[src/hw/rtl/msb_pkg.sv]
`timescale 1ns / 1ps
// ----------------------------------------------------------------------------
// msb_pkg: shared definitions of the Morse status blinker
// Register indexes, reset values, element codes, pattern ROM and the
// configuration and status structs passed between the modules.
// ----------------------------------------------------------------------------
package msb_pkg;

   localparam int TIMER_BITS_DEF = 16;
   localparam int CODE_COUNT_DEF = 9;

   localparam int CODE_BITS    = 8;
   localparam int PATTERN_BITS = 6;
   localparam int ELEM_BITS    = 2;
   localparam int TICK_BITS    = 8;
   localparam int FRAME_BITS   = 16;
   localparam int CSR_IDX_BITS = 8;
   localparam int CSR_DAT_BITS = 16;
   localparam int ROM_DEPTH    = 16;

   localparam logic [CSR_IDX_BITS-1:0] REG_DOT   = 8'd0;
   localparam logic [CSR_IDX_BITS-1:0] REG_GAP   = 8'd1;
   localparam logic [CSR_IDX_BITS-1:0] REG_DASH  = 8'd2;
   localparam logic [CSR_IDX_BITS-1:0] REG_FRAME = 8'd3;

   localparam logic [TICK_BITS-1:0]  DOT_RESET   = 8'd45;
   localparam logic [TICK_BITS-1:0]  GAP_RESET   = 8'd60;
   localparam logic [TICK_BITS-1:0]  DASH_RESET  = 8'd150;
   localparam logic [FRAME_BITS-1:0] FRAME_RESET = FRAME_BITS'(2250 / 3);

   localparam logic [ELEM_BITS-1:0] ELEM_DOT  = 2'b10;
   localparam logic [ELEM_BITS-1:0] ELEM_DASH = 2'b11;

   typedef struct packed {
      logic [TICK_BITS-1:0]  dot_ticks;
      logic [TICK_BITS-1:0]  gap_ticks;
      logic [TICK_BITS-1:0]  dash_ticks;
      logic [FRAME_BITS-1:0] frame_ticks;
   } msb_cfg_type;

   typedef struct packed {
      logic lamp;
      logic elem_lit;
   } msb_stat_type;

   // first element in bits 1:0; dot = 2, dash = 3
   function automatic logic [PATTERN_BITS-1:0] code_rom(input logic [3:0] idx);
      logic [PATTERN_BITS-1:0] pat;
      case (idx)
         4'd0:    pat = 6'h2E;  // R
         4'd1:    pat = 6'h02;  // E
         4'd2:    pat = 6'h0E;  // A
         4'd3:    pat = 6'h0F;  // M
         4'd4:    pat = 6'h0B;  // N
         4'd5:    pat = 6'h0A;  // I
         4'd6:    pat = 6'h3A;  // U
         4'd7:    pat = 6'h3F;  // O
         4'd8:    pat = 6'h2A;  // S
         default: pat = '0;
      endcase
      return pat;
   endfunction

endpackage

[src/hw/rtl/msb_regs.sv]
`timescale 1ns / 1ps
// ----------------------------------------------------------------------------
// msb_regs: configuration registers
// Holds the element, gap and frame tick counts; unknown indexes are ignored.
// ----------------------------------------------------------------------------
module msb_regs (
   input  logic                                clock,
   input  logic                                reset,
   input  logic                                wr_en,
   input  logic [msb_pkg::CSR_IDX_BITS-1:0]    wr_index,
   input  logic [msb_pkg::CSR_DAT_BITS-1:0]    wr_data,
   output msb_pkg::msb_cfg_type                cfg
);
   import msb_pkg::*;

   msb_cfg_type cfg_ff;
   msb_cfg_type cfg_in;

   always_comb begin
      cfg_in = cfg_ff;
      if (wr_en) begin
         case (wr_index)
            REG_DOT:   cfg_in.dot_ticks   = wr_data[TICK_BITS-1:0];
            REG_GAP:   cfg_in.gap_ticks   = wr_data[TICK_BITS-1:0];
            REG_DASH:  cfg_in.dash_ticks  = wr_data[TICK_BITS-1:0];
            REG_FRAME: cfg_in.frame_ticks = wr_data[FRAME_BITS-1:0];
            default:   cfg_in = cfg_ff;
         endcase
      end
   end

   always_ff @(posedge clock) begin
      if (reset) begin
         cfg_ff.dot_ticks   <= DOT_RESET;
         cfg_ff.gap_ticks   <= GAP_RESET;
         cfg_ff.dash_ticks  <= DASH_RESET;
         cfg_ff.frame_ticks <= FRAME_RESET;
      end else begin
         cfg_ff <= cfg_in;
      end
   end

   assign cfg = cfg_ff;

endmodule

[src/hw/rtl/msb_core.sv]
`timescale 1ns / 1ps
// ----------------------------------------------------------------------------
// msb_core: blink sequencer state and per-poll update
// Frame step then flip step against the frame and flip due times, one poll
// per enabled cycle.
// ----------------------------------------------------------------------------
module msb_core #(
   parameter int TIMER_BITS = msb_pkg::TIMER_BITS_DEF,
   parameter int CODE_COUNT = msb_pkg::CODE_COUNT_DEF
) (
   input  logic                              clock,
   input  logic                              reset,
   input  logic                              step,
   input  logic [TIMER_BITS-1:0]             now,
   input  logic [msb_pkg::CODE_BITS-1:0]     code,
   input  msb_pkg::msb_cfg_type              cfg,
   output logic                              led_next,
   output msb_pkg::msb_stat_type             stat
);
   import msb_pkg::*;

   localparam int EXT_BITS = (TIMER_BITS > FRAME_BITS) ? TIMER_BITS : FRAME_BITS;

   logic [TIMER_BITS-1:0]   frame_due_ff, frame_due_in;
   logic [TIMER_BITS-1:0]   flip_due_ff, flip_due_in;
   logic [PATTERN_BITS-1:0] pattern_ff, pattern_in;
   logic                    lamp_ff, lamp_in;

   logic [EXT_BITS-1:0]     frame_ext, gap_ext, dot_ext, dash_ext;
   logic [TIMER_BITS-1:0]   frame_add, gap_add, dot_add, dash_add;
   logic [TIMER_BITS-1:0]   flip_mid;
   logic [PATTERN_BITS-1:0] pattern_mid;
   logic                    lamp_mid;
   logic [ELEM_BITS-1:0]    elem;

   assign frame_ext = EXT_BITS'(cfg.frame_ticks);
   assign gap_ext   = EXT_BITS'(cfg.gap_ticks);
   assign dot_ext   = EXT_BITS'(cfg.dot_ticks);
   assign dash_ext  = EXT_BITS'(cfg.dash_ticks);

   assign frame_add = now + frame_ext[TIMER_BITS-1:0];
   assign gap_add   = now + gap_ext[TIMER_BITS-1:0];
   assign dot_add   = now + dot_ext[TIMER_BITS-1:0];
   assign dash_add  = now + dash_ext[TIMER_BITS-1:0];

   always_comb begin
      frame_due_in = frame_due_ff;
      flip_mid     = flip_due_ff;
      pattern_mid  = pattern_ff;
      lamp_mid     = lamp_ff;
      if (frame_due_ff == now) begin
         if (code < CODE_BITS'(CODE_COUNT)) begin
            flip_mid    = now;
            pattern_mid = code_rom(code[3:0]);
         end else begin
            pattern_mid = '0;
         end
         frame_due_in = frame_add;
         lamp_mid     = 1'b0;
      end

      elem        = pattern_mid[ELEM_BITS-1:0];
      flip_due_in = flip_mid;
      pattern_in  = pattern_mid;
      lamp_in     = lamp_mid;
      if (flip_mid == now) begin
         if (lamp_mid) begin
            flip_due_in = gap_add;
            pattern_in  = pattern_mid >> ELEM_BITS;
            lamp_in     = 1'b0;
         end else if (elem == ELEM_DOT) begin
            flip_due_in = dot_add;
            lamp_in     = 1'b1;
         end else if (elem == ELEM_DASH) begin
            flip_due_in = dash_add;
            lamp_in     = 1'b1;
         end else begin
            lamp_in     = 1'b0;
         end
      end
   end

   always_ff @(posedge clock) begin
      if (reset) begin
         frame_due_ff <= '0;
         flip_due_ff  <= '0;
         pattern_ff   <= '0;
         lamp_ff      <= 1'b0;
      end else if (step) begin
         frame_due_ff <= frame_due_in;
         flip_due_ff  <= flip_due_in;
         pattern_ff   <= pattern_in;
         lamp_ff      <= lamp_in;
      end
   end

   assign led_next      = lamp_in;
   assign stat.lamp     = lamp_ff;
   assign stat.elem_lit = pattern_ff[1];

endmodule

[src/hw/rtl/morse_status_blinker.sv]
`timescale 1ns / 1ps
// ----------------------------------------------------------------------------
// morse_status_blinker: Morse code status LED beacon
// Polls a free-running timer and blinks a status code on one LED.
// ----------------------------------------------------------------------------
// Each request is one poll (timer value and status code) and gives one
// response with the LED level after that poll. A request is registered,
// updated combinationally against the frame and flip due times, and the
// LED level lands in an output register: one request per clock while the
// response side does not stall. The configuration port is always ready and
// should be written only while no requests are in flight.
module morse_status_blinker #(
   parameter int TIMER_BITS = msb_pkg::TIMER_BITS_DEF,
   parameter int CODE_COUNT = msb_pkg::CODE_COUNT_DEF
) (
   input  logic                                          clock,
   input  logic                                          reset,
   input  logic                                          req_tvalid,
   output logic                                          req_tready,
   // [TIMER_BITS-1:0] timer_now, then status_sel (8), zero fill to bytes
   input  logic [((TIMER_BITS + msb_pkg::CODE_BITS + 7) / 8) * 8 - 1:0] req_tdata,
   output logic                                          rsp_tvalid,
   input  logic                                          rsp_tready,
   // [0] led_on, [7:1] zero
   output logic [7:0]                                    rsp_tdata,
   input  logic                                          csr_valid,
   output logic                                          csr_ready,
   input  logic [msb_pkg::CSR_IDX_BITS-1:0]              csr_index,
   input  logic [msb_pkg::CSR_DAT_BITS-1:0]              csr_data
);
   import msb_pkg::*;

   logic                  in_valid_ff, in_valid_in;
   logic [TIMER_BITS-1:0] now_ff;
   logic [CODE_BITS-1:0]  code_ff;
   logic                  out_valid_ff, out_valid_in;
   logic                  led_ff;
   logic                  advance;
   logic                  led_next;
   msb_cfg_type           cfg;
   msb_stat_type          stat;

   assign advance     = in_valid_ff && (!out_valid_ff || rsp_tready);
   assign req_tready  = !in_valid_ff || advance;
   assign in_valid_in = (req_tvalid && req_tready) || (in_valid_ff && !advance);
   assign out_valid_in = advance || (out_valid_ff && !rsp_tready);

   always_ff @(posedge clock) begin
      if (reset) begin
         in_valid_ff  <= 1'b0;
         out_valid_ff <= 1'b0;
      end else begin
         in_valid_ff  <= in_valid_in;
         out_valid_ff <= out_valid_in;
      end
   end

   always_ff @(posedge clock) begin
      if (req_tvalid && req_tready) begin
         now_ff  <= req_tdata[TIMER_BITS-1:0];
         code_ff <= req_tdata[TIMER_BITS +: CODE_BITS];
      end
      if (advance) begin
         led_ff <= led_next;
      end
   end

   msb_regs u_regs (
      .clock    (clock),
      .reset    (reset),
      .wr_en    (csr_valid && csr_ready),
      .wr_index (csr_index),
      .wr_data  (csr_data),
      .cfg      (cfg)
   );

   msb_core #(
      .TIMER_BITS (TIMER_BITS),
      .CODE_COUNT (CODE_COUNT)
   ) u_core (
      .clock    (clock),
      .reset    (reset),
      .step     (advance),
      .now      (now_ff),
      .code     (code_ff),
      .cfg      (cfg),
      .led_next (led_next),
      .stat     (stat)
   );

   assign csr_ready  = 1'b1;
   assign rsp_tvalid = out_valid_ff;
   assign rsp_tdata  = {7'd0, led_ff};

   a_advance_gives_rsp: assert property (@(posedge clock) disable iff (reset)
      advance |=> rsp_tvalid)
      else $error("processed request produced no response");

   a_ready_when_empty: assert property (@(posedge clock) disable iff (reset)
      !in_valid_ff |-> req_tready)
      else $error("empty input stage not ready");

   a_lit_on_mark: assert property (@(posedge clock) disable iff (reset)
      stat.lamp |-> stat.elem_lit)
      else $error("LED lit on a non-mark element");

endmodule

[config.mk]
export PLATFORM = sky130hd
export DESIGN_NAME = morse_status_blinker
export DESIGN_NICKNAME = d
export VERILOG_FILES = /design/src/hw/rtl/msb_pkg.sv /design/src/hw/rtl/msb_regs.sv /design/src/hw/rtl/msb_core.sv /design/src/hw/rtl/morse_status_blinker.sv
export SDC_FILE = /design/constraint.sdc
export NUM_CORES = 1
export LEC_CHECK = 0
export BUFFER_PORTS_ARGS = -buffer_cell sky130_fd_sc_hd__clkbuf_2
export CAP_MARGIN = 25
export CELL_PAD_IN_SITES_DETAIL_PLACEMENT = 0
export CELL_PAD_IN_SITES_GLOBAL_PLACEMENT = 2
export CORE_ASPECT_RATIO = 0.75
export CORE_UTILIZATION = 37
export DETAILED_ROUTE_END_ITERATION = 8
export GPL_TIMING_DRIVEN = 0
export HOLD_SLACK_MARGIN = 0.03
export PLACE_DENSITY = 0.88
export SETUP_SLACK_MARGIN = 0.5
export SLEW_MARGIN = 20
export SYNTH_ARGS = -nofsm -noshare
export SYNTH_HDL_FRONTEND = slang
export SYNTH_SLANG_ARGS = --single-unit
[constraint.sdc]
create_clock -name clock -period 3.8 [get_ports clock]
set_input_delay 0 -clock clock [delete_from_list [all_inputs] [get_ports clock]]
set_output_delay 0 -clock clock [all_outputs]
set_load 0.05 [all_outputs]
Word-level counts from Yosys, hierarchy flattened
Memory sizes are Yosys's and may differ from the RTL's. A register that Yosys moved wholly into a read port is not among the register bits.
Index checks and enable logic that the tools add are counted.
- register bits after elaboration: 106
- memory bits (read-only): 96
- bits of input ports: 53
- output and inout port bits: 11
- word-level logic and storage cells: 60
- memories kept: 1
- memories (memory ; words ; width ; read ports ; clocked after Yosys merged registers in ; write ports ; line ; text):
    (name not given) ; 16 ; 6 ; 1 ; 1 ; 0 ; msb_pkg.sv:49 ; case (idx)
- $add $sub $neg: 4
- $lt $le $gt $ge: 1
- equal/unequal tests: 7
- muxes and demuxes: 16
- reductions and logical operators: 18
- operators with widths (operator ; count):
    16-bit two-way mux ; 6
    16-bit by 8-bit adder with 16-bit output ; 3
    16-bit == test ; 2
    6-bit two-way mux ; 4
    16-bit adder ; 1
    8-bit by 2-bit == test with 1-bit output (second input constant) ; 2
    2-bit AND reduction ; 5
    8-bit by 1-bit == test with 1-bit output (second input constant) ; 1
    8-bit zero test ; 1
    8-bit by 4-bit < comparator with 1-bit output (second input constant) ; 1
    1-bit two-way mux ; 5
    2-bit == test (second input constant) ; 2
    1-bit logical AND ; 4
    1-bit zero test ; 4
    1-bit logical OR ; 4
    4-bit two-way mux ; 1

Longest topological paths before layout
Gate-level depths: netlist of run 1.
- word-level depth: 8
- gate-level depth with buffers: 11

Modules after synthesis
From an unflattened synthesis of run 1, not the netlist that was laid out.
- cells, all modules: 831
- area total of the unflattened synthesis: 7399.6 um^2
- by module, submodules not included (module ; instances ; cells each ; area each (um^2) ; sequential area each (um^2)):
    msb_core ; 1 ; 623 ; 4808.4 ; 780.7
    msb_regs ; 1 ; 162 ; 1661.6 ; 800.8
    morse_status_blinker ; 1 ; 46 ; 929.6 ; 790.8

Worst setup path before layout of run 1
OpenSTA, ideal clock, no wires.
- kind: register to register
- start: register now_ff[0]
- end: register u_core.flip_due_ff[10]
- setup time: 0.095 ns
- arrival: 2.748 ns
- slack: 0.956 ns
- stages on the path, launching flop included: 11
- path buffers: 0
- period minus slack after synthesis: 2.844 ns
- cell sequence: edfxtp_1 > ha_1 > fa_1 > a211oi_1 > o21bai_1 > a2111oi_0 > nor2_1 > a21oi_1 > o21ai_0 > a31o_1 > a221oi_1
- longest elaborated chain between the ends: 7
- elaborated cells on any way between the ends: 15
- those cells by class: add/sub (3); eq/ne (4); mux (8)
- ends and longest elaborated chain (what ; line ; text):
    from (decl) ; morse_status_blinker.sv:34 ; logic [TIMER_BITS-1:0] now_ff;
    from (signal assigned) ; morse_status_blinker.sv:60 ; now_ff <= req_tdata[TIMER_BITS-1:0];
    branches (longest 6 deep; another with 16-bit by 8-bit adder with 16-bit output) ; -- ;
    16-bit two-way mux (*) ; msb_core.sv:66 ; if (flip_mid == now) begin
    to (signal assigned) ; msb_core.sv:91 ; flip_due_ff <= flip_due_in;
    to (decl) ; msb_core.sv:25 ; logic [TIMER_BITS-1:0] flip_due_ff, flip_due_in;
Mark *: on every way between the ends.
A chain may end at the register's enable or synchronous reset.

Worst setup path in the final report of run 1
Ends and elaborated chain as after synthesis.

==> results of run 1 <==
## layer usage
layer / up-vias / global-route usage, % / routed length [um]
li1: 3237 / - / -
met1: 3072 / 33.4 / 10900
met2: 223 / 33.6 / 9330
met3: 20 / 5.04 / 1430
met4: 0 / 5.55 / 294
met5: - / 0 / 0
## cells by family (layout without fill, tap and decap cells)
kind of cell	Yosys count	in the layout
buffers and inverters	63	186
multiplexers	44	44
AND/OR/NAND/NOR	302	302
flip-flops	112	112
other	2	8
AO/OA/AOI/OAI	201	201
adder cells (fa/ha/maj)	46	46
XOR/XNOR	64	64
## critical path, delay by kind of cell (launching register included)
family                     cells  cell delay (ns)
DFF                            1             0.56
adders and majority gates      2             0.75
AOI/OAI and AO/OA              7             1.60
and+or+nand+nor                1             0.19
## path summary, 6_finish.rpt
path | endpoint | slack (ns) | cells after the start
worst max register to register | u_core.flip_due_ff[10] | 0.63 | 10
worst min register to register | u_core.pattern_ff[4] | 0.46 | 2
worst min-delay path | u_core.frame_due_ff[14] | 0.06 | 3
worst max-delay path | u_core.flip_due_ff[10] | 0.63 | 10
## sequential cells by signal, summed over array words and instances, names as in the netlist, named ones only
register,count
u_regs.cfg,40
code_ff,8
u_core.lamp_ff,1
u_core.frame_due_ff,16
in_valid_ff,1
now_ff,16
led_ff,1
u_core.flip_due_ff,16
rsp_tvalid,1
u_core.pattern_ff,6
## Yosys cell counts, types with 13 or more instances
library cell,n
a211oi_1,13
a21oi_1,68
clkbuf_1,24
dfxtp_1,87
edfxtp_1,25
ha_1,42
inv_1,18
mux2i_1,37
nand2_1,129
nand3_1,28
nor2_1,64
nor3_1,16
o21ai_0,27
xnor2_1,18
xor2_1,46
## repair_timing
action | CTS | global route
gates resized for setup | 2 | 8
setup buffers | 8 | 0
hold buffers | 43 | 0
setup endpoints to repair | 5 | 15
hold endpoints to repair | 69 | 0
pin swaps | 0 | 0
## where the power goes
part,switching (mW),internal (mW),total [mW]
registers,0.0284,1.24,1.27
clock network,0.482,0.491,0.973
logic,0.235,0.166,0.401
## area by class of cell
cell class | count | area (sq um) | share of cell area, %
Buffer | 44 | 229 | 2.66
Clock buffer | 12 | 256 | 2.98
Clock inverter | 4 | 36.3 | 0.422
Inverter | 19 | 71.3 | 0.830
Multi-Input combinational cell | 665 | 4420 | 51.4
Sequential cell | 112 | 2490 | 29.0
Tap cell | 247 | 309 | 3.60
Timing Repair Buffer | 107 | 781 | 9.08
==> impl_metrics.toml, run 1 <==
[yosys]
synth_area_leaders = "dfxtp_1 24%, edfxtp_1 10%, ha_1 7.3%, nand2_1 6.8%, xor2_1 5.6%"
synth_top_family_by_area = "simple AND/OR/NAND/NOR gates"
syn_inst = 834
synthFlopType = "dfxtp_1"
synthAdderAreaFrac_pct = 8.47
synth_edf_count = 25
syn_area_sq_um = 7150
yosys-mux-area-fraction_pct = 6.39
synth_top_cell_by_area = "dfxtp_1"
synth_compound_area_share_pct = 18.3
synth_cell_types = 72
ys_ff_latch = 112
synth-seq-area-share_pct = 34.8
synth.top_cell.area_share_pct = 24.4
synthSimpleGateAreaFrac_pct = 19.8
syn_area_per_cell_sq_um = 8.58
synthXorXnorAreaFrac_pct = 7.84
synthArstFlopShare_pct = 0
yosys_warnings = 0

[run]
drv_cap = 0

[setup_path]
worst_setup_path_start_kind = "register"
arrival_ns = 3.45
cp.required_ns = 4.07
worst_path_max_delay_cell = "edfxtp_1"
crit_type = "register to register"
worstPathCellList = "ha_1 -> fa_1 -> a211oi_1 -> o21bai_1 -> a2111oi_4 -> nor2_1 -> a21oi_1 -> o21ai_0 -> a31o_1 -> a221oi_1"
critical-path-max-stage-delay_ns = 0.56
endpoint_kind = "register"
r2r_start = "now_ff[0]"
cp_max_fo = 5
critPathLaunch = "now_ff[0]"

[clock_network]
cts-root-buf = "clkbuf_16"
cts.sink_count = 112
htree_levels = 3
clkLatencyLatePin_ns = 0.37
clock_path_buffers = 2
cts_buffers = 9
clk_pin_slew_ns = 0.08
cts_tree = "built"

[place]
detailed_place_hpwl_um = 16400
place_congestion = 0.875
port_buffers = 55
pre_cts_slack_ns = 0.123
placed_area_sq_um = 7770
placed_cells = 1142

[routing]
drt_first_iter_violations = 637
routed_wl_um = 22000
vias = 6552
wl_per_cell_um = 18.2
dr.pass1.iters = 6
postRouteAntennaNets = 0
viasPerCell = 5.41
drc = 0

[die]
io_pins = 64
std_cell_rows = 43
fp.coreArea_sq_um = 18700
die_area_sq_um = 19900
die_h_um = 122
die_x_um = 163
start_util_pct = 38.2

[finish]
final_common_cell = "nand2_1"
final_cell_area_sq_um = 8600
stdcell_count = 1210
diodes = 0
nets = 1057
final_util_pct = 45.9
drive_gt1_share_pct = 13.0
areaGrowthSynthToFinish_pct = 20.2
mostFrequentLayoutCells = "129 x nand2_1, 87 x dfxtp_1, 67 x a21oi_1"
num-fill-cells = 1854

[sta]
finalCritPeriodShare_pct = 83.5
slew_headroom_pct = 38.9
hold_viol_final = 0
finalSetupTns_ns = 0
clock.fmax_mhz = 315
finalWorstSetupSlack_ns = 0.627
setup-violations-final = 0
hold_ws_ns = 0.0587
min_period_ns = 3.17
slew_viol_final = 0
worst_pin_slew_ns = 0.906
finClkSkew_ns = 0.00701
rsz0062_at_grt = "yes"

[grt]
grt_pass1_vias = 5992
grt.total_usage_pct = 22.8
grt_max_degree = 25
antenna_found_initial = 0
grt_pass1_wl_um = 34100
grt_overflow_total = 0

[pwr]
ir_worst_vdd_mv = 0.179
p_total_mw = 2.64
power.density_nw_per_um2 = 308
p_leak_nw = 3.56

[outcome]
status = "complete, no violations"

[worst_hold_path]
worstHoldStart = "reset"
holdCritPathClass = "input pin to register"
No activity file was read; power rests on OpenSTA's default activity.
==> run 2: changes to the inputs <==
--- a/config.mk
+++ b/config.mk
@@ -5,16 +5,17 @@
 export SDC_FILE = /design/constraint.sdc
 export NUM_CORES = 1
 export LEC_CHECK = 0
+export ABC_AREA = 1
 export BUFFER_PORTS_ARGS = -buffer_cell sky130_fd_sc_hd__clkbuf_2
 export CAP_MARGIN = 25
 export CELL_PAD_IN_SITES_DETAIL_PLACEMENT = 0
 export CELL_PAD_IN_SITES_GLOBAL_PLACEMENT = 2
 export CORE_ASPECT_RATIO = 0.75
-export CORE_UTILIZATION = 37
+export CORE_UTILIZATION = 34
 export DETAILED_ROUTE_END_ITERATION = 8
 export GPL_TIMING_DRIVEN = 0
 export HOLD_SLACK_MARGIN = 0.03
-export PLACE_DENSITY = 0.88
+export PLACE_DENSITY = 0.89
 export SETUP_SLACK_MARGIN = 0.5
 export SLEW_MARGIN = 20
 export SYNTH_ARGS = -nofsm -noshare
==> constraint.sdc (replaced) <==
create_clock -name clock -period 3.05 [get_ports clock]
set_input_delay 0 -clock clock [delete_from_list [all_inputs] [get_ports clock]]
set_output_delay 0 -clock clock [all_outputs]
set_load 0.05 [all_outputs]
==> impl_metrics.toml, run 2 <==
[sta]
rsz0062_at_grt = "yes"
finalSetupTns_ns = 0
min_period_ns = 2.73
setup-violations-final = 0
finalCritPeriodShare_pct = 89.4
hold_ws_ns = 0.123
slew_viol_final = 0
slew_headroom_pct = 43.1
worst_pin_slew_ns = 0.854
clock.fmax_mhz = 367
hold_viol_final = 0
finalWorstSetupSlack_ns = 0.324
finClkSkew_ns = 0.0104

[clock_network]
cts_tree = "built"
clock_path_buffers = 2
cts.sink_count = 112
clk_pin_slew_ns = 0.08
cts_buffers = 9
cts-root-buf = "clkbuf_16"
clkLatencyLatePin_ns = 0.38
htree_levels = 3

[yosys]
yosys-top-cells-count = "418 x nand2_1, 142 x inv_1, 142 x nand3_1"
syn_inst = 1281
synth_most_common_cell = "nand2_1"
synthArstFlopShare_pct = 0
synth_area_leaders = "dfxtp_1 21%, nand2_1 19%, edfxtp_1 9.1%, nand3_1 8.6%, inv_1 6.5%"
synth-seq-area-share_pct = 30.2
yosys_warnings = 0
synth_top_cell_by_area = "dfxtp_1"
ys_ff_latch = 112
synth_edf_count = 25
synth_cell_types = 41
synth.top_cell.area_share_pct = 21.1
syn_area_sq_um = 8250
synthFlopType = "dfxtp_1"
syn_area_per_cell_sq_um = 6.44

[setup_path]
cp_max_fo = 10
endpoint_kind = "register"
cp.required_ns = 3.34
worst_setup_path_start_kind = "register"
ff2ff_path_depth = 19
arrival_ns = 3.01
crit_type = "register to register"

[grt]
antenna_found_initial = 0
use_met2_pct = 33.7
grt.total_usage_pct = 23.7
grt_max_degree = 27
grt_pass1_vias = 7943
grt_util_met1_pct = 37.1
grt_pass1_wl_um = 44400
grt_busiest_layer = "met1"
gr-usage-met3_pct = 3.03
grt_overflow_total = 0

[finish]
num-fill-cells = 2484
stdcell_count = 1756
drive_gt1_share_pct = 15.8
nets = 1550
largest_reg_flops = 40
final_common_cell = "nand2_1"
diodes = 0
areaGrowthSynthToFinish_pct = 25.8
mostFrequentLayoutCells = "407 x nand2_1, 138 x nand3_1, 136 x inv_1"

[die]
die_x_um = 182
std_cell_rows = 48
die_h_um = 137
fp.coreArea_sq_um = 23400
die_area_sq_um = 24900
start_util_pct = 35.2
io_pins = 64

[routing]
routed_wl_um = 28600
viasPerCell = 4.97
postRouteAntennaNets = 0
dr.pass1.iters = 6
wl_per_cell_um = 16.3
vias = 8733
drt_first_iter_violations = 614
drc = 0

[place]
port_buffers = 55
placed_cells = 1642
place_congestion = 0.879
pre_cts_slack_ns = -0.514
detailed_place_hpwl_um = 22100

[pwr]
p_leak_nw = 4.96
ir_worst_vdd_mv = 0.285
p_total_mw = 3.43
power.density_nw_per_um2 = 331

[worst_hold_path]
holdCritPathClass = "input pin to register"
whs_path_depth = 4

[run]
drv_cap = 0

[outcome]
status = "complete, no violations"
## run 2: cell count changes in the layout (fill, tap and decap cells not counted), sizes merged, moves of 40 or more
cell / before / now
nand2: 129 / 420
inv: 20 / 149
o21ai: 33 / 75
nand3: 28 / 143
mux2i: 40 / 0
buf: 29 / 91
## run 2: cell families after synthesis
group	after synthesis	synth area share, %
xor+xnor	32	3.40
simple gates	673	34.4
compound gates	209	13.8
flops	112	30.2
other cells	2	0.0911
fa+ha+maj	46	7.34
buf+inv	207	10.8
## run 2: worst max-delay path, stage by stage (launching register included)
cell and delay (ns):
edfxtp_1 0.44, buf_4 0.19, nand2_1 0.06, nand2_1 0.05
nor2_1 0.13, nand2_1 0.11, nor2_4 0.24, nand3_4 0.14
buf_6 0.18, nand3b_1 0.08, nand2_1 0.06, nor2_1 0.10
nand2_1 0.12, nor2_4 0.14, nand2_2 0.10, buf_6 0.16
nand2_1 0.07, nand3_1 0.11, nand2_1 0.10, inv_1 0.04
## run 2: worst paths after layout
check	slack, ns	from	end
worst max-delay path	0.32	now_ff[3]	u_core.lamp_ff
worst min-delay path	0.12	csr_index[1]	u_regs.cfg[21]
worst max register to register	0.32	now_ff[3]	u_core.lamp_ff
worst min register to register	0.47	u_core.pattern_ff[3]	u_core.pattern_ff[3]
## run 2: final cells by class
type | instances | area (sq um) | share of cell area [%]
well taps | 300 | 375 | 3.62
clock buffers | 13 | 240 | 2.32
clock inverters | 3 | 26.3 | 0.253
flip-flops and latches | 112 | 2490 | 24.0
multi-input cells | 968 | 5090 | 49.1
plain buffers | 57 | 413 | 3.98
inverters | 150 | 572 | 5.51
repair buffers | 153 | 1160 | 11.2
## run 2: stage by stage
stage / util [%] / instance area (sq um)
6_report: 44.3 / 10400
3_5_place_dp: 38.1 / 8930
5_1_grt: 44.3 / 10400
2_1_floorplan: - / 8280
3_3_place_gp: 38.1 / 8930
4_1_cts: 43.6 / 10200
## run 2: per-layer routing
layer  wire length, um  part of all wire (%)
met1             15400                    54
met5                 0                     0
met2             11200                    39
met3              1710                   6.0
met4               257                  0.90
## run 2: timing repair
action                                  4_1_cts  5_1_grt
gates cloned                                  2        0
buffers inserted                             40       12
endpoints found under the setup margin       40       38
hold endpoints to repair                     68        0
pin swaps                                     8       11
hold buffers                                 44        0
gates resized for setup                      74       28
## run 2: power by group
part           leakage [nW]  internal (mW)  switching (mW)  total (mW)
clock network         0.131          0.567           0.613        1.18
registers             0.948           1.55          0.0233        1.57
logic                  3.88          0.273           0.408       0.681
total                  4.96           2.39            1.04        3.43
